===== src/sv/url_scheme_host_port_parser_top_assert.svh =====
// Assertion macros for the URL scheme/host/port parser.
// Each check is sampled on clk and disabled while rst_n is low.
`ifndef URL_SCHEME_HOST_PORT_PARSER_TOP_ASSERT_SVH
`define URL_SCHEME_HOST_PORT_PARSER_TOP_ASSERT_SVH

`ifndef SYNTHESIS

`define USHP_ASSERT_NOW(label, ante, cons) \
    label: assert property (@(posedge clk) disable iff (!rst_n) (ante) |-> (cons)) \
        else $error("ushp assertion failed");

`define USHP_ASSERT_NEXT(label, ante, cons) \
    label: assert property (@(posedge clk) disable iff (!rst_n) (ante) |=> (cons)) \
        else $error("ushp assertion failed");

`else

`define USHP_ASSERT_NOW(label, ante, cons)

`define USHP_ASSERT_NEXT(label, ante, cons)

`endif

`endif


===== src/sv/ushp_pkg.sv =====
package ushp_pkg;

    localparam int MAX_LEN = 1024;
    localparam int LEN_W   = 10;
    localparam int PORT_W  = 16;
    localparam int CHAR_W  = 8;
    localparam int OUT_W   = 56;

    localparam logic [LEN_W-1:0]  LEN_LIM  = LEN_W'(MAX_LEN - 1);
    localparam logic [PORT_W-1:0] PORT_LIM = '1;

    localparam logic [CHAR_W-1:0] CH_NUL    = 8'h00;
    localparam logic [CHAR_W-1:0] CH_COLON  = 8'h3A;
    localparam logic [CHAR_W-1:0] CH_SLASH  = 8'h2F;
    localparam logic [CHAR_W-1:0] CH_LBRACK = 8'h5B;
    localparam logic [CHAR_W-1:0] CH_RBRACK = 8'h5D;
    localparam logic [CHAR_W-1:0] CH_ZERO   = 8'h30;
    localparam logic [CHAR_W-1:0] CH_NINE   = 8'h39;

    localparam logic [1:0] ST_OK        = 2'd0;
    localparam logic [1:0] ST_NO_SCHEME = 2'd1;
    localparam logic [1:0] ST_NO_SLASH  = 2'd2;
    localparam logic [1:0] ST_NO_PORT   = 2'd3;

    // Field order matches the output word, lowest bits last in this list.
    typedef struct packed {
        logic [PORT_W-1:0] port_value;
        logic              port_present;
        logic [LEN_W-1:0]  host_length;
        logic [LEN_W-1:0]  host_start;
        logic [LEN_W-1:0]  scheme_length;
        logic [1:0]        status;
    } ushp_result_t;

endpackage


===== src/sv/ushp_parse.sv =====
module ushp_parse
    import ushp_pkg::*;
(
    input  logic               clk,
    input  logic               rst_n,
    input  logic               step,
    input  logic [CHAR_W-1:0]  char_byte,
    output ushp_result_t       result
);

    typedef enum logic [2:0] {
        PH_SCHEME,
        PH_SLASH1,
        PH_SLASH2,
        PH_HOST,
        PH_PORT,
        PH_DONE,
        PH_FAIL
    } phase_t;

    phase_t              phase_reg,   phase_next;
    logic [LEN_W-1:0]    scheme_len_reg, scheme_len_next;
    logic [LEN_W-1:0]    host_len_reg,   host_len_next;
    logic [3:0]          depth_reg,   depth_next;
    logic [PORT_W-1:0]   port_reg,    port_next;
    logic                digits_reg,  digits_next;
    logic [1:0]          status_reg,  status_next;

    logic [LEN_W-1:0]    scheme_inc;
    logic [LEN_W-1:0]    host_inc;
    logic [LEN_W:0]      host_start_sum;
    logic [LEN_W-1:0]    host_start_sat;
    logic [3:0]          digit;
    logic [PORT_W+3:0]   port_prod;
    logic                is_digit;
    logic [1:0]          st;

    assign scheme_inc     = (scheme_len_reg == LEN_LIM) ? LEN_LIM : scheme_len_reg + 1'b1;
    assign host_inc       = (host_len_reg == LEN_LIM) ? LEN_LIM : host_len_reg + 1'b1;
    assign host_start_sum = {1'b0, scheme_len_reg} + (LEN_W+1)'(3);
    assign host_start_sat = (host_start_sum > {1'b0, LEN_LIM}) ? LEN_LIM
                                                              : host_start_sum[LEN_W-1:0];

    assign is_digit  = char_byte inside {[CH_ZERO:CH_NINE]};
    assign digit     = 4'(char_byte - CH_ZERO);
    // accum * 10 as two shifted copies
    assign port_prod = {1'b0, port_reg, 3'b000} + {3'b000, port_reg, 1'b0}
                     + {16'd0, digit};

    // Result for a terminator seen in the current state
    always_comb
    begin
        case (phase_reg)
            PH_SCHEME: st = ST_NO_SCHEME;
            PH_SLASH1,
            PH_SLASH2: st = ST_NO_SLASH;
            PH_HOST,
            PH_DONE:   st = ST_OK;
            PH_PORT:   st = digits_reg ? ST_OK : ST_NO_PORT;
            default:   st = status_reg;
        endcase

        result               = '0;
        result.status        = st;
        if (st != ST_NO_SCHEME)
        begin
            result.scheme_length = scheme_len_reg;
        end
        if (st == ST_OK || st == ST_NO_PORT)
        begin
            result.host_start  = host_start_sat;
            result.host_length = host_len_reg;
        end
        if (st == ST_OK && digits_reg)
        begin
            result.port_present = 1'b1;
            result.port_value   = port_reg;
        end
    end

    always_comb
    begin
        phase_next      = phase_reg;
        scheme_len_next = scheme_len_reg;
        host_len_next   = host_len_reg;
        depth_next      = depth_reg;
        port_next       = port_reg;
        digits_next     = digits_reg;
        status_next     = status_reg;

        if (step)
        begin
            if (char_byte == CH_NUL)
            begin
                phase_next      = PH_SCHEME;
                scheme_len_next = '0;
                host_len_next   = '0;
                depth_next      = '0;
                port_next       = '0;
                digits_next     = 1'b0;
                status_next     = ST_OK;
            end
            else
            begin
                case (phase_reg)
                    PH_SCHEME:
                    begin
                        if (char_byte == CH_COLON)
                        begin
                            if (scheme_len_reg == '0)
                            begin
                                status_next = ST_NO_SCHEME;
                                phase_next  = PH_FAIL;
                            end
                            else
                            begin
                                phase_next = PH_SLASH1;
                            end
                        end
                        else
                        begin
                            scheme_len_next = scheme_inc;
                        end
                    end
                    PH_SLASH1,
                    PH_SLASH2:
                    begin
                        if (char_byte == CH_SLASH)
                        begin
                            phase_next = (phase_reg == PH_SLASH1) ? PH_SLASH2 : PH_HOST;
                        end
                        else
                        begin
                            status_next = ST_NO_SLASH;
                            phase_next  = PH_FAIL;
                        end
                    end
                    PH_HOST:
                    begin
                        if ((char_byte == CH_COLON || char_byte == CH_SLASH)
                            && depth_reg == '0)
                        begin
                            phase_next = (char_byte == CH_COLON) ? PH_PORT : PH_DONE;
                        end
                        else
                        begin
                            if (char_byte == CH_LBRACK)
                            begin
                                depth_next = depth_reg + 1'b1;
                            end
                            else if (char_byte == CH_RBRACK)
                            begin
                                depth_next = depth_reg - 1'b1;
                            end
                            host_len_next = host_inc;
                        end
                    end
                    PH_PORT:
                    begin
                        if (is_digit)
                        begin
                            port_next   = (port_prod > {4'd0, PORT_LIM}) ? PORT_LIM
                                                                         : port_prod[PORT_W-1:0];
                            digits_next = 1'b1;
                        end
                        else if (digits_reg)
                        begin
                            phase_next = PH_DONE;
                        end
                        else
                        begin
                            status_next = ST_NO_PORT;
                            phase_next  = PH_FAIL;
                        end
                    end
                    default:
                    begin
                        // parse finished: drop bytes until the terminator
                    end
                endcase
            end
        end
    end

    always_ff @(posedge clk or negedge rst_n)
    begin
        if (!rst_n)
        begin
            phase_reg      <= PH_SCHEME;
            scheme_len_reg <= '0;
            host_len_reg   <= '0;
            depth_reg      <= '0;
            port_reg       <= '0;
            digits_reg     <= 1'b0;
            status_reg     <= ST_OK;
        end
        else
        begin
            phase_reg      <= phase_next;
            scheme_len_reg <= scheme_len_next;
            host_len_reg   <= host_len_next;
            depth_reg      <= depth_next;
            port_reg       <= port_next;
            digits_reg     <= digits_next;
            status_reg     <= status_next;
        end
    end

endmodule


===== src/sv/url_scheme_host_port_parser_top.sv =====
// Channel   Dir  Width  Contents
// s_*       in   8      tdata: char_byte[7:0]; zero byte ends the URL
// m_*       out  56     tdata: status, scheme_length, host_start, host_length,
//                       port_present, port_value, zero pad
//
// One byte per cycle is sustained unless a terminator waits on a stalled result;
// a byte sits in the input register, then the parse state and, on a terminator,
// the result register are updated. m_tvalid is set with the result register.
// Reset returns the parser to the scheme phase with all counters cleared.
// Only a terminator waits on a full, stalled result register; other bytes
// keep flowing while a result is held.
module url_scheme_host_port_parser_top
    import ushp_pkg::*;
(
    input  logic              clk,
    input  logic              rst_n,
    input  logic              s_tvalid,
    output logic              s_tready,
    input  logic [CHAR_W-1:0] s_tdata,   // [7:0] char_byte
    output logic              m_tvalid,
    input  logic              m_tready,
    output logic [OUT_W-1:0]  m_tdata    // [1:0] status, [11:2] scheme_length,
                                         // [21:12] host_start, [31:22] host_length,
                                         // [32] port_present, [48:33] port_value
);

    logic                in_valid_reg;
    logic [CHAR_W-1:0]   in_char_reg;
    logic                out_valid_reg;
    ushp_result_t        out_reg;
    ushp_result_t        result;
    logic                is_term;
    logic                advance;
    logic                load_result;

    assign is_term  = (in_char_reg == CH_NUL);
    // hold a terminator only while the result register is full and stalled
    assign advance  = in_valid_reg && (!is_term || !out_valid_reg || m_tready);
    assign s_tready = !in_valid_reg || advance;
    assign load_result = advance && is_term;

    ushp_parse u_parse
    (
        .clk       (clk),
        .rst_n     (rst_n),
        .step      (advance),
        .char_byte (in_char_reg),
        .result    (result)
    );

    always_ff @(posedge clk or negedge rst_n)
    begin
        if (!rst_n)
        begin
            in_valid_reg  <= 1'b0;
            out_valid_reg <= 1'b0;
        end
        else
        begin
            if (s_tready)
            begin
                in_valid_reg <= s_tvalid;
            end
            if (load_result)
            begin
                out_valid_reg <= 1'b1;
            end
            else if (m_tready)
            begin
                out_valid_reg <= 1'b0;
            end
        end
    end

    always_ff @(posedge clk)
    begin
        if (s_tready && s_tvalid)
        begin
            in_char_reg <= s_tdata;
        end
        if (load_result)
        begin
            out_reg <= result;
        end
    end

    assign m_tvalid = out_valid_reg;
    assign m_tdata  = {{(OUT_W - $bits(ushp_result_t)){1'b0}}, out_reg};

`include "url_scheme_host_port_parser_top_assert.svh"

    `USHP_ASSERT_NEXT(a_term_loads_result, load_result, m_tvalid)
    `USHP_ASSERT_NEXT(a_drain_without_term, out_valid_reg && m_tready && !load_result, !m_tvalid)
    `USHP_ASSERT_NOW(a_port_only_when_ok, m_tvalid && m_tdata[32], m_tdata[1:0] == ST_OK)
    `USHP_ASSERT_NOW(a_no_scheme_zeroes, m_tvalid && m_tdata[1:0] == ST_NO_SCHEME, m_tdata[48:2] == '0)
    `USHP_ASSERT_NOW(a_stall_only_on_term, in_valid_reg && !advance, is_term && out_valid_reg && !m_tready)

endmodule


===== config.mk =====
export PLATFORM = sky130hd
export DESIGN_NAME = url_scheme_host_port_parser_top
export DESIGN_NICKNAME = d
export VERILOG_FILES = /design/src/sv/ushp_pkg.sv /design/src/sv/ushp_parse.sv /design/src/sv/url_scheme_host_port_parser_top.sv
export VERILOG_INCLUDE_DIRS = /design/src /design/src/sv
export SDC_FILE = /design/constraint.sdc
export NUM_CORES = 1
export LEC_CHECK = 0
export ABC_AREA = 1
export BUFFER_PORTS_ARGS = -buffer_cell sky130_fd_sc_hd__buf_2
export CORE_MARGIN = 3
export CORE_UTILIZATION = 30
export CTS_BUF_LIST = sky130_fd_sc_hd__clkbuf_4
export DETAILED_ROUTE_END_ITERATION = 8
export PLACE_DENSITY_LB_ADDON = 0.3
export SETUP_SLACK_MARGIN = 0.3
export SYNTH_ARGS = -nofsm -noshare
export SYNTH_HDL_FRONTEND = slang
export SYNTH_SLANG_ARGS = --single-unit
export TNS_END_PERCENT = 30

===== constraint.sdc =====
create_clock -name clk -period 3 [get_ports clk]
set_input_delay 0.3 -clock clk [delete_from_list [all_inputs] [get_ports clk]]
set_output_delay 0.3 -clock clk [all_outputs]
set_load 0.1 [all_outputs]

# Word-level counts from Yosys, hierarchy flattened
# Index checks and enable logic that the tools add are counted.
# classes
add_sub_neg	8
magnitude_cmp	4
n_eq_ne	21
n_mux	43
reduce_logical	35
# op_table
operator	count
$mux W10	9
$mux W16	4
$add A10 B1 Y10 const B	2
$add A19 B17 Y20	1
$add A20 B4 Y20	1
$eq A10 B10 Y1 const B	2
$gt A20 B16 Y1 const B	1
$mux W4	5
$mux W3	6
$eq A8 B6 Y1 const B	2
$eq A8 B7 Y1 const B	2
$mux W2	8
$pmux W3 S4	1
$add A10 B2 Y11 const B	1
$gt A11 B10 Y1 const B	1
$logic_not A10 Y1	1
$reduce_bool A2 Y1	5
$ne A3 B2 Y1 const B	3
$ne A3 B3 Y1 const B	3
$reduce_and A3 Y1	3
$ge A8 B6 Y1 const B	1
$le A8 B6 Y1 const B	1
$logic_not A8 Y1	1
$mux W1	8
other kinds (23)	39
# word_totals
regBits	105
inputBits	12
output_inout_bits	58
elab_cells	127

# Depth between registers and ports, before layout
# Gate-level depths: netlist (run 1).
# logic_depth
ltp_word	7
mapped_depth	16
depth_no_buf	15

# Cells and area by module
# From an unflattened synthesis (run 1), not the netlist that was laid out.
# hier_totals
hier_cells	817
area_unflattened_um2	6550.0
# by_module_without_submodules
module	n_inst	cells_each	area_per_inst_um2	seq_area_each_um2
ushp_parse	1	731	4644.5	1151.1
url_scheme_host_port_parser_top	1	86	1905.6	1761.7

# Least setup slack after synthesis (run 1)
# No wires, ideal clock.
# synth_path
path_type	reg-to-reg
from	reg out_valid_reg, in the netlist m_tvalid
to	reg in_char_reg[0], enable pin
t_arrival_ns	2.343
required_ns	2.724
setup_slack_ns	0.381
stages_incl_launch_ff	6
path_buffers	0
synth_period_minus_slack_ns	2.619
path_cell_list	dfrtp_1 -> inv_1 -> nor2_1 -> nand3_1 -> nand2_1 -> inv_1
# synth_between
elab_chain_cells	6
# synth_rtl
element	line	source
start, declared	url_scheme_host_port_parser_top.sv:29	logic out_valid_reg;
start signal, assigned	url_scheme_host_port_parser_top.sv:56	out_valid_reg <= 1'b0;
start signal, assigned	url_scheme_host_port_parser_top.sv:66	out_valid_reg <= 1'b1;
start signal, assigned	url_scheme_host_port_parser_top.sv:70	out_valid_reg <= 1'b0;
$logic_not A1 Y1	url_scheme_host_port_parser_top.sv:38	assign advance = in_valid_reg && (!is_term || !out_valid_reg || m_tready);
$logic_or A1 B1 Y1 (2 in series)	url_scheme_host_port_parser_top.sv:38	
$logic_and A1 B1 Y1	url_scheme_host_port_parser_top.sv:38	
$logic_or A1 B1 Y1	url_scheme_host_port_parser_top.sv:39	assign s_tready = !in_valid_reg || advance;
net s_tready	url_scheme_host_port_parser_top.sv:18	output logic s_tready,
$logic_and A1 B1 Y1	url_scheme_host_port_parser_top.sv:77	if (s_tready && s_tvalid)
end signal, assigned	url_scheme_host_port_parser_top.sv:79	in_char_reg <= s_tdata;
end, declared	url_scheme_host_port_parser_top.sv:28	logic [CHAR_W-1:0] in_char_reg;
# The timed path passes the listed nets, and every way through them passes these cells.
# A chain may end at the register's enable or synchronous reset.

# Worst setup path in the final report (run 1)
# layout_path
from	reg u_parse.port_reg[0]
to	reg u_parse.port_reg[9]
# layout_between
elab_chain_cells	7
# layout_rtl
element	line	source
start, declared	ushp_parse.sv:25	logic [PORT_W-1:0] port_reg, port_next;
start signal, assigned	ushp_parse.sv:203	port_reg <= port_next;
$add A19 B17 Y20 (*)	ushp_parse.sv:47	assign port_prod = {1'b0, port_reg, 3'b000} + {3'b000, port_reg, 1'b0}
$add A20 B4 Y20 (*)	ushp_parse.sv:48	+ {16'd0, digit};
$gt A20 B16 Y1	ushp_parse.sv:162	port_next = (port_prod > {4'd0, PORT_LIM}) ? PORT_LIM
$mux W16 (*)	ushp_parse.sv:162	
$mux W16 (*)	ushp_parse.sv:160	if (is_digit)
$mux W16 (*)	ushp_parse.sv:105	case (phase_reg)
$mux W16 (*)	ushp_parse.sv:93	if (char_byte == CH_NUL)
# Every way passes the cells marked *; elsewhere a longest branch is shown, timed or not. The select of a mux whose other input is x is not followed.

==> results.cfg, run 1 <==
[final_layout]
area_growth_pct = 16.5
regArea_um2 = 2910
largest_register_ffs = 49
fillers = 2208
multi_input_area_um2 = 3150
drive_above_1_share_pct = 20.1
final_nets = 935

[logic_synthesis]
synth_xor_xnor_area_share_pct = 3.33
synth_flop_cell = edfxtp_1
ys_ff_latch = 105
yosys.area.top_type = edfxtp_1
synthMuxAreaShare_pct = 0
yosys.area_share.simple_pct = 28.3
asyncSetResetFlopFracSynth_pct = 45.7
yosysWarnings = 0
synth_top_area_share_pct = 26.0
synth_area_leaders = edfxtp_1, dfrtp_1, nand2_1
yosysUniqueCellTypes = 43
synth_edf_count = 57
synth_compound_area_share_pct = 6.74
synthAdderAreaFrac_pct = 8.34
synth_top_family_by_area = simple AND/OR/NAND/NOR gates
synthCells = 785
synth_area_per_cell_um2 = 8.37
syn_area_um2 = 6570
ys_seq_area_share_pct = 44.3

[routing]
antenna_left = 0
wl_met1_um = 7430
drt-wirelength-per-cell_um = 12.8
vias_per_cell = 4.48
vias = 5201
dr.pass1.iters = 5
drt_wl_total_um = 14800
wl_met3_um = 581
drt_iter0_markers = 371
wl_met2_um = 6640
highest_layer = met4
drc = 0

[clocking]
cts-buffers-inserted = 9
clkLatencyLatePin_ns = 0.49
cts_tree = yes
clk_pin_slew_ns = 0.19
clock-root-buffer = clkbuf_4
clock_sinks = 105
htreeDepth = 3
cts_max_path_buffers = 2

[global_route]
track_usage_pct = 12.9
grt_pass1_wl_um = 25500
antenna_found_initial = 1
grt_max_degree = 27
grt_pass1_vias = 5181
grt-ovfl-total = 0

[placed_design]
io_buffers = 62
pre_cts_slack_ns = 0.205
dp_hpwl_um = 11200
gp_congestion = 0.868

[die]
start_util_pct = 30.9
design.die.area_um2 = 23700
die_x_um = 154
die_h_um = 154
design.core.area_um2 = 21300
core.rowCount = 53
ioPinCount = 70

[setup_path]
crit_type = reg -> reg
cp.required_ns = 3.41
arrival_ns = 2.94
crit_fanout = 6
start_kind = flop
crit_path_end_kind = flop

[sta]
finalHoldViolCount = 0
worst_slack_ns = 0.474
rsz0062_at_grt = true
setup_viol_count_final = 0
post-route-period-util_pct = 84.2
tightestPinTransition_ns = 0.778
fin_crit_ns = 2.53
setup-tns-final_ns = 0
relSlewSlack_pct = 47.9
fin_worst_skew_ns = 0.0159
fmax_ghz = 0.396
slew_violations = 0

[job]
cap_violations = 0

[status]
status = finished clean

[worst_hold_path]
hp-class = in -> async
## cell type report
class                           instances  area share, %
Clock buffer                            9          0.882
Clock inverter                          7           1.09
Tap cell                              275           4.49
Sequential cell                       105           38.0
Inverter                              119           5.87
Timing Repair Buffer                   96           8.50
Antenna cell                            1         0.0327
Multi-Input combinational cell        550           41.1
## layer usage
metal / vias to the layer above / track usage (%)
met1: 2376 / 18.0
met2: 98 / 20.8
li1: 2717 / -
met4: 0 / 2.73
met3: 10 / 2.73
met5: - / 0
## cells in the mapped netlist, types with 8 or more instances
cell type  count
a21oi_1       17
o21ai_1        9
xor2_1        15
nand2_1      193
inv_2         12
nor2_2         8
nor3_1         8
inv_1        107
nand3_2       13
ha_1          39
edfxtp_1      57
dfrtp_1       48
buf_4          8
o21ai_0       31
xnor2_1       10
nor2_1        81
nand3_1       46
nand2_2       16
## kinds of logic (layout without fill, tap and decap cells)
group | count (synthesis) | in the layout
AOI/OAI and AO/OA | 77 | 77
other | 1 | 8
adders and majority gates | 42 | 42
and+or+nand+nor | 399 | 399
DFF | 105 | 105
buffers and inverters | 136 | 231
xor gates and xnor gates | 25 | 25
## cells in the final DEF, fill, tap and decap left out, types with 6 or more instances in the layout
| master | instances |
|---|---|
| a21oi_1 | 17 |
| inv_1 | 106 |
| nand3_1 | 45 |
| clkbuf_4 | 9 |
| nand3_2 | 13 |
| nor2_1 | 81 |
| edfxtp_1 | 57 |
| o21ai_1 | 9 |
| a21oi_2 | 6 |
| xor2_1 | 15 |
| buf_2 | 61 |
| nand4_1 | 7 |
| o21ai_0 | 31 |
| nor3_1 | 8 |
| dfrtp_1 | 48 |
| nand3b_1 | 7 |
| xnor2_1 | 10 |
| nand2_1 | 192 |
| nand2_2 | 17 |
| inv_2 | 12 |
| nor2_2 | 8 |
| ha_1 | 36 |
| dlygate4sd3_1 | 11 |
| conb_1 | 7 |
| buf_4 | 20 |
## path summary, 6_finish.rpt
kind | startpoint | endpoint | slack (ns) | cells past startpoint
min in group clk | s_tdata[6] | in_char_reg[6] | 0.50 | 2
min | rst_n | u_parse.scheme_len_reg[2] | 0.33 | 2
max reg2reg | u_parse.port_reg[0] | u_parse.port_reg[9] | 0.47 | 17
max | u_parse.port_reg[0] | u_parse.port_reg[9] | 0.47 | 17
min reg2reg | u_parse.status_reg[0] | u_parse.status_reg[0] | 0.51 | 2
max in group asynchronous | rst_n | u_parse.depth_reg[0] | 1.90 | 3
## per-stage QoR
stage / util (%) / hold WS, ns / instances / cell area [µm²]
3_5_place_dp: 33.7 / 0.362 / 1118 / 7180
6_report: 36.0 / 0.326 / 1162 / 7660
5_1_grt: 36.0 / 0.329 / 1162 / 7660
2_1_floorplan: - / 0.00441 / 791 / 6600
4_1_cts: 35.3 / 0.320 / 1152 / 7520
3_3_place_gp: 33.7 / 0.362 / 1118 / 7180
## worst max-delay path: stages (launching register included)
cell	delay [ns]
dfrtp_1	0.46
buf_4	0.16
ha_2	0.18
ha_4	0.17
fa_2	0.41
nand2_1	0.09
nand2_2	0.07
nand3_2	0.07
nand2_2	0.08
nand2_2	0.08
nand2_1	0.05
nand2_1	0.07
nand2_2	0.08
nor2_8	0.13
clkbuf_16	0.17
nand3_2	0.06
nand2_1	0.06
nand2_1	0.05
## what timing repair did
item | in CTS | in global routing
gates cloned | 0 | 1
endpoints found under the setup margin | 16 | 17
buffers inserted | 7 | 8
gates resized for setup | 0 | 12
hold buffers | 11 | 0
hold endpoints to repair | 35 | 0
pin swaps | 2 | 5
Power of run 1 is left out: the tool's default activity adds up to more than one toggle a clock period on the data nets, which glitch-free logic cannot reach.
==> run 2, diff against run 1 <==
==> constraint.sdc (replaced) <==
create_clock -name clk -period 2.5 [get_ports clk]
set_input_delay 0.25 -clock clk [delete_from_list [all_inputs] [get_ports clk]]
set_output_delay 0.25 -clock clk [all_outputs]
set_load 0.1 [all_outputs]
==> results.cfg, run 2 (same netlist as run 1, synthesis figures left out) <==
[sta]
fin_crit_ns = 2.47
relSlewSlack_pct = 50.3
finalHoldViolCount = 0
tightestPinTransition_ns = 0.745
post-route-period-util_pct = 98.8
fin_worst_skew_ns = 0.0191
slew_violations = 0
rsz0062_at_grt = true
worst_slack_ns = 0.0295
setup_viol_count_final = 0
fmax_ghz = 0.405

[clocking]
clock_sinks = 105
cts_tree = yes
cts_max_path_buffers = 2
clock-root-buffer = clkbuf_4
htreeDepth = 3
clk_pin_slew_ns = 0.18
clkLatencyLatePin_ns = 0.50
cts-buffers-inserted = 9

[setup_path]
cp_slowest_cell = fa_1
crit_family = adder cells
cp.required_ns = 2.91
r2r_cells = 15
start_kind = flop
arrival_ns = 2.88
critPathBufInv = 1
crit_fanout = 9
critPathMaxStageDelay_ns = 0.53
regToRegEndpoint = u_parse.port_reg[2]
cp_common_cell = nand2_2
crit_path_end_kind = flop
crit_type = reg -> reg
worstReg2RegStart = u_parse.port_reg[0]
crit_chain = fa_1 > fa_2 > nand2_2 > nand2_2 > nand3b_1 > nand2_2 > nand2_2 > nand2_2 > nand2_2 > nand2_4 > nor2_8 > buf_12 > nand3_2 > nand2_1 > nand2_1
ff2ff_setup_slack_ns = 0.03

[die]
ioPinCount = 70
core.rowCount = 53
design.core.area_um2 = 21300
design.die.area_um2 = 23700
start_util_pct = 30.9
die_h_um = 154
die_x_um = 154

[status]
status = finished clean

[final_layout]
final_nets = 953
largest_register_ffs = 49
design_area_um2 = 7940
area_growth_pct = 20.9
drive_above_1_share_pct = 24.8
layout_commonest_cell = nand2_1
mostFrequentLayoutCells = nand2_1, inv_1, nor2_1
final_cells = 1180
post-route-util_pct = 37.3

[routing]
drt-wirelength-per-cell_um = 12.6
drt_wl_total_um = 14800
drc = 0
drt_iter0_markers = 262
vias = 5251
dr.pass1.iters = 4
vias_per_cell = 4.45
antenna_left = 0

[placed_design]
pre_cts_slack_ns = 0.00662
dpl.cell_count = 1142
gp_congestion = 0.856
io_buffers = 62
dp_hpwl_um = 11200
place_area_um2 = 7450

[global_route]
grt_pass1_wl_um = 25200
grt-ovfl-total = 0
grt_max_degree = 29
antenna_found_initial = 1
track_usage_pct = 12.8
grt_pass1_vias = 5066

[worst_hold_path]
hp-class = in -> async

[job]
cap_violations = 0
==> run 2: changes by cell type in the layout (fill, tap and decap cells not counted), sizes merged <==
cell         change
clkinvlp         +1
inv              +2
buf             +17
clkinv           -3
dlygate4sd3      +1
==> run 2: stage by stage <==
step                      hold slack (ns)  TNS (ns)
final                               0.351         0
after global routing                0.369     -1.41
after CTS                           0.328         0
after detailed placement            0.357         0
after global placement              0.354         0
after floorplan                   -0.0456         0
==> run 2: timing repair <==
action	CTS	global route
pin swaps	6	8
endpoints found under the setup margin	17	106
hold endpoints to repair	37	0
cloned	0	1
setup buffers	0	8
hold buffers	12	0
resized for setup	5	38
==> run 2: how the worst max path moves through the flow <==
stage / startpoint / depth (start not counted) / end
after CTS: u_parse.port_reg[2] / 15 / u_parse.port_reg[10]
after floorplan: u_parse.port_reg[2] / 15 / u_parse.port_reg[13]
after global routing: u_parse.port_reg[0] / 15 / u_parse.port_reg[4]
final: u_parse.port_reg[0] / 15 / u_parse.port_reg[2]
after detailed placement: u_parse.port_reg[2] / 15 / u_parse.port_reg[2]
after global placement: u_parse.port_reg[2] / 15 / u_parse.port_reg[4]
==> run 2: metal layers <==
metal | vias to the layer above | global-route usage, % | wire [µm]
met5 | - | 0 | 0
met2 | 97 | 20.3 | 6770
li1 | 2751 | - | -
met1 | 2389 | 17.8 | 7300
met3 | 14 | 2.93 | 579
met4 | 0 | 2.99 | 180
==> run 2: final cells by class <==
class / instances / area, µm²
well taps: 275 / 344
flip-flops and latches: 105 / 2920
inverters: 119 / 460
clock buffers: 9 / 67.6
diodes: 1 / 2.50
repair buffers: 114 / 838
multi-input cells: 550 / 3240
fillers: 2185 / 13300
clock inverters: 7 / 71.3
Power of run 2 is left out for the same reason.
==> run 3, diff against run 2 <==
--- a/config.mk
+++ b/config.mk
@@ -9,10 +9,11 @@
 export ABC_AREA = 1
 export BUFFER_PORTS_ARGS = -buffer_cell sky130_fd_sc_hd__buf_2
 export CORE_MARGIN = 3
-export CORE_UTILIZATION = 30
+export CORE_UTILIZATION = 40
 export CTS_BUF_LIST = sky130_fd_sc_hd__clkbuf_4
 export DETAILED_ROUTE_END_ITERATION = 8
 export PLACE_DENSITY_LB_ADDON = 0.3
+export REMOVE_ABC_BUFFERS = 1
 export SETUP_SLACK_MARGIN = 0.3
 export SYNTH_ARGS = -nofsm -noshare
 export SYNTH_HDL_FRONTEND = slang
==> results.cfg, run 3 (same netlist as run 1, synthesis figures left out) <==
[clocking]
clk_pin_slew_ns = 0.18
cts_tree = yes
cts_max_path_buffers = 2
clkLatencyLatePin_ns = 0.48
htreeDepth = 3
clock_sinks = 105
clock-root-buffer = clkbuf_4
cts-buffers-inserted = 9

[final_layout]
design_area_um2 = 7810
fillers = 1558
area_growth_pct = 18.8
post-route-util_pct = 48.8
final_cells = 1119
layout_commonest_cell = nand2_1
largest_register_ffs = 49
mostFrequentLayoutCells = nand2_1, inv_1, nor2_1
final_nets = 951
drive_above_1_share_pct = 23.7

[setup_path]
cp_common_cell = nand2_2
r2r_cells = 16
critPathBufInv = 3
path_depth = 16
crit_fanout = 5
cp_slowest_cell = dfrtp_1
start_kind = flop
crit_type = reg -> reg
cp.required_ns = 2.88
crit_chain = buf_4 > ha_1 > ha_4 > nand2_1 > nand2_2 > nand3_1 > nand2_2 > nand2_2 > buf_4 > nand3_2 > nand2_2 > nor2_8 > clkbuf_16 > nand3_2 > nand2_1 > nand2_1
arrival_ns = 2.83
crit_path_end_kind = flop
critPathMaxStageDelay_ns = 0.47
crit_family = simple AND/OR/NAND/NOR gates

[global_route]
grt_max_degree = 50
grt-ovfl-total = 0
grt_pass1_vias = 4874
grt_pass1_wl_um = 23100
antenna_found_initial = 1
track_usage_pct = 15.7

[routing]
vias_per_cell = 4.69
drc = 0
drt_iter0_markers = 360
highest_layer = met4
wl_met1_um = 6680
wl_met3_um = 628
drt_wl_total_um = 13900
vias = 5248
drt-wirelength-per-cell_um = 12.4
wl_met2_um = 6200
dr.pass1.iters = 5
antenna_left = 0

[die]
die_h_um = 134
design.die.area_um2 = 18000
ioPinCount = 70
die_x_um = 134
start_util_pct = 41.1
design.core.area_um2 = 16000
core.rowCount = 46

[placed_design]
io_buffers = 62
dp_hpwl_um = 10400
dpl.cell_count = 1088
place_area_um2 = 7320
gp_congestion = 0.850

[status]
status = finished clean

[sta]
slew_violations = 0
relSlewSlack_pct = 56.3
finalHoldViolCount = 0
setup-tns-final_ns = 0
fmax_ghz = 0.407
rsz0062_at_grt = true
setup_viol_count_final = 0
fin_crit_ns = 2.46
fin_worst_skew_ns = 0.0227
post-route-period-util_pct = 98.3
tightestPinTransition_ns = 0.655

[worst_hold_path]
hp-class = in -> async

[job]
cap_violations = 0
==> run 3: cell types whose count changed in the layout (fill, tap and decap cells not counted), moves of 3 or more <==
cell     delta
buf_12      -6
buf_6       +5
ha_4        +5
inv_8       -5
nand3_1     +5
ha_1        -4
nand2_1     +4
nand3_2     -3
nor2_1      +3
==> run 3: repair_timing <==
item                       4_1_cts  5_1_grt
buffers inserted                 2        0
gates cloned                     0        1
hold endpoints to repair        58        0
hold buffers                    11        0
resized for setup               14       27
pin swaps                       10        1
setup endpoints to repair       66       27
==> run 3: cell type report <==
class                   count  area (µm²)  area share (%)
diodes                      1        2.50          0.0321
clock buffers               9        67.6           0.866
clock inverters             7        96.3            1.23
inverters                 119         452            5.79
multi-input cells         550        3230            41.3
flip-flops and latches    105        2920            37.4
well taps                 216         270            3.46
repair buffers            112         772            9.89
==> run 3: worst paths after layout <==
kind	start	end	slack (ns)
min in group clk	s_tdata[7]	in_char_reg[7]	0.46
hold reg to reg	u_parse.status_reg[1]	u_parse.status_reg[1]	0.50
setup reg to reg	u_parse.port_reg[1]	u_parse.port_reg[7]	0.04
max in group asynchronous	rst_n	u_parse.port_reg[7]	1.63
hold / removal	rst_n	u_parse.scheme_len_reg[5]	0.37
setup / recovery	u_parse.port_reg[1]	u_parse.port_reg[7]	0.04
==> run 3: tightest hold or removal path: stages <==
cell	delay, ns
dlygate4sd3_1	0.52
buf_2	0.09
buf_4	0.50
==> run 3: stage by stage <==
| stage | setup WS [ns] | hold slack, ns |
|---|---|---|
| after floorplan | -0.119 | -0.0456 |
| after global placement | -0.0167 | 0.399 |
| after detailed placement | -0.0962 | 0.417 |
| after CTS | 0.0599 | 0.375 |
| after global routing | -0.129 | 0.410 |
| final | 0.0434 | 0.369 |
==> run 3: routing by layer <==
metal,global-route usage [%],vias to the layer above
li1,-,2750
met1,22.0,2371
met2,24.2,103
met3,3.08,24
met4,6.17,0
met5,0,-
Power of run 3 is left out for the same reason.
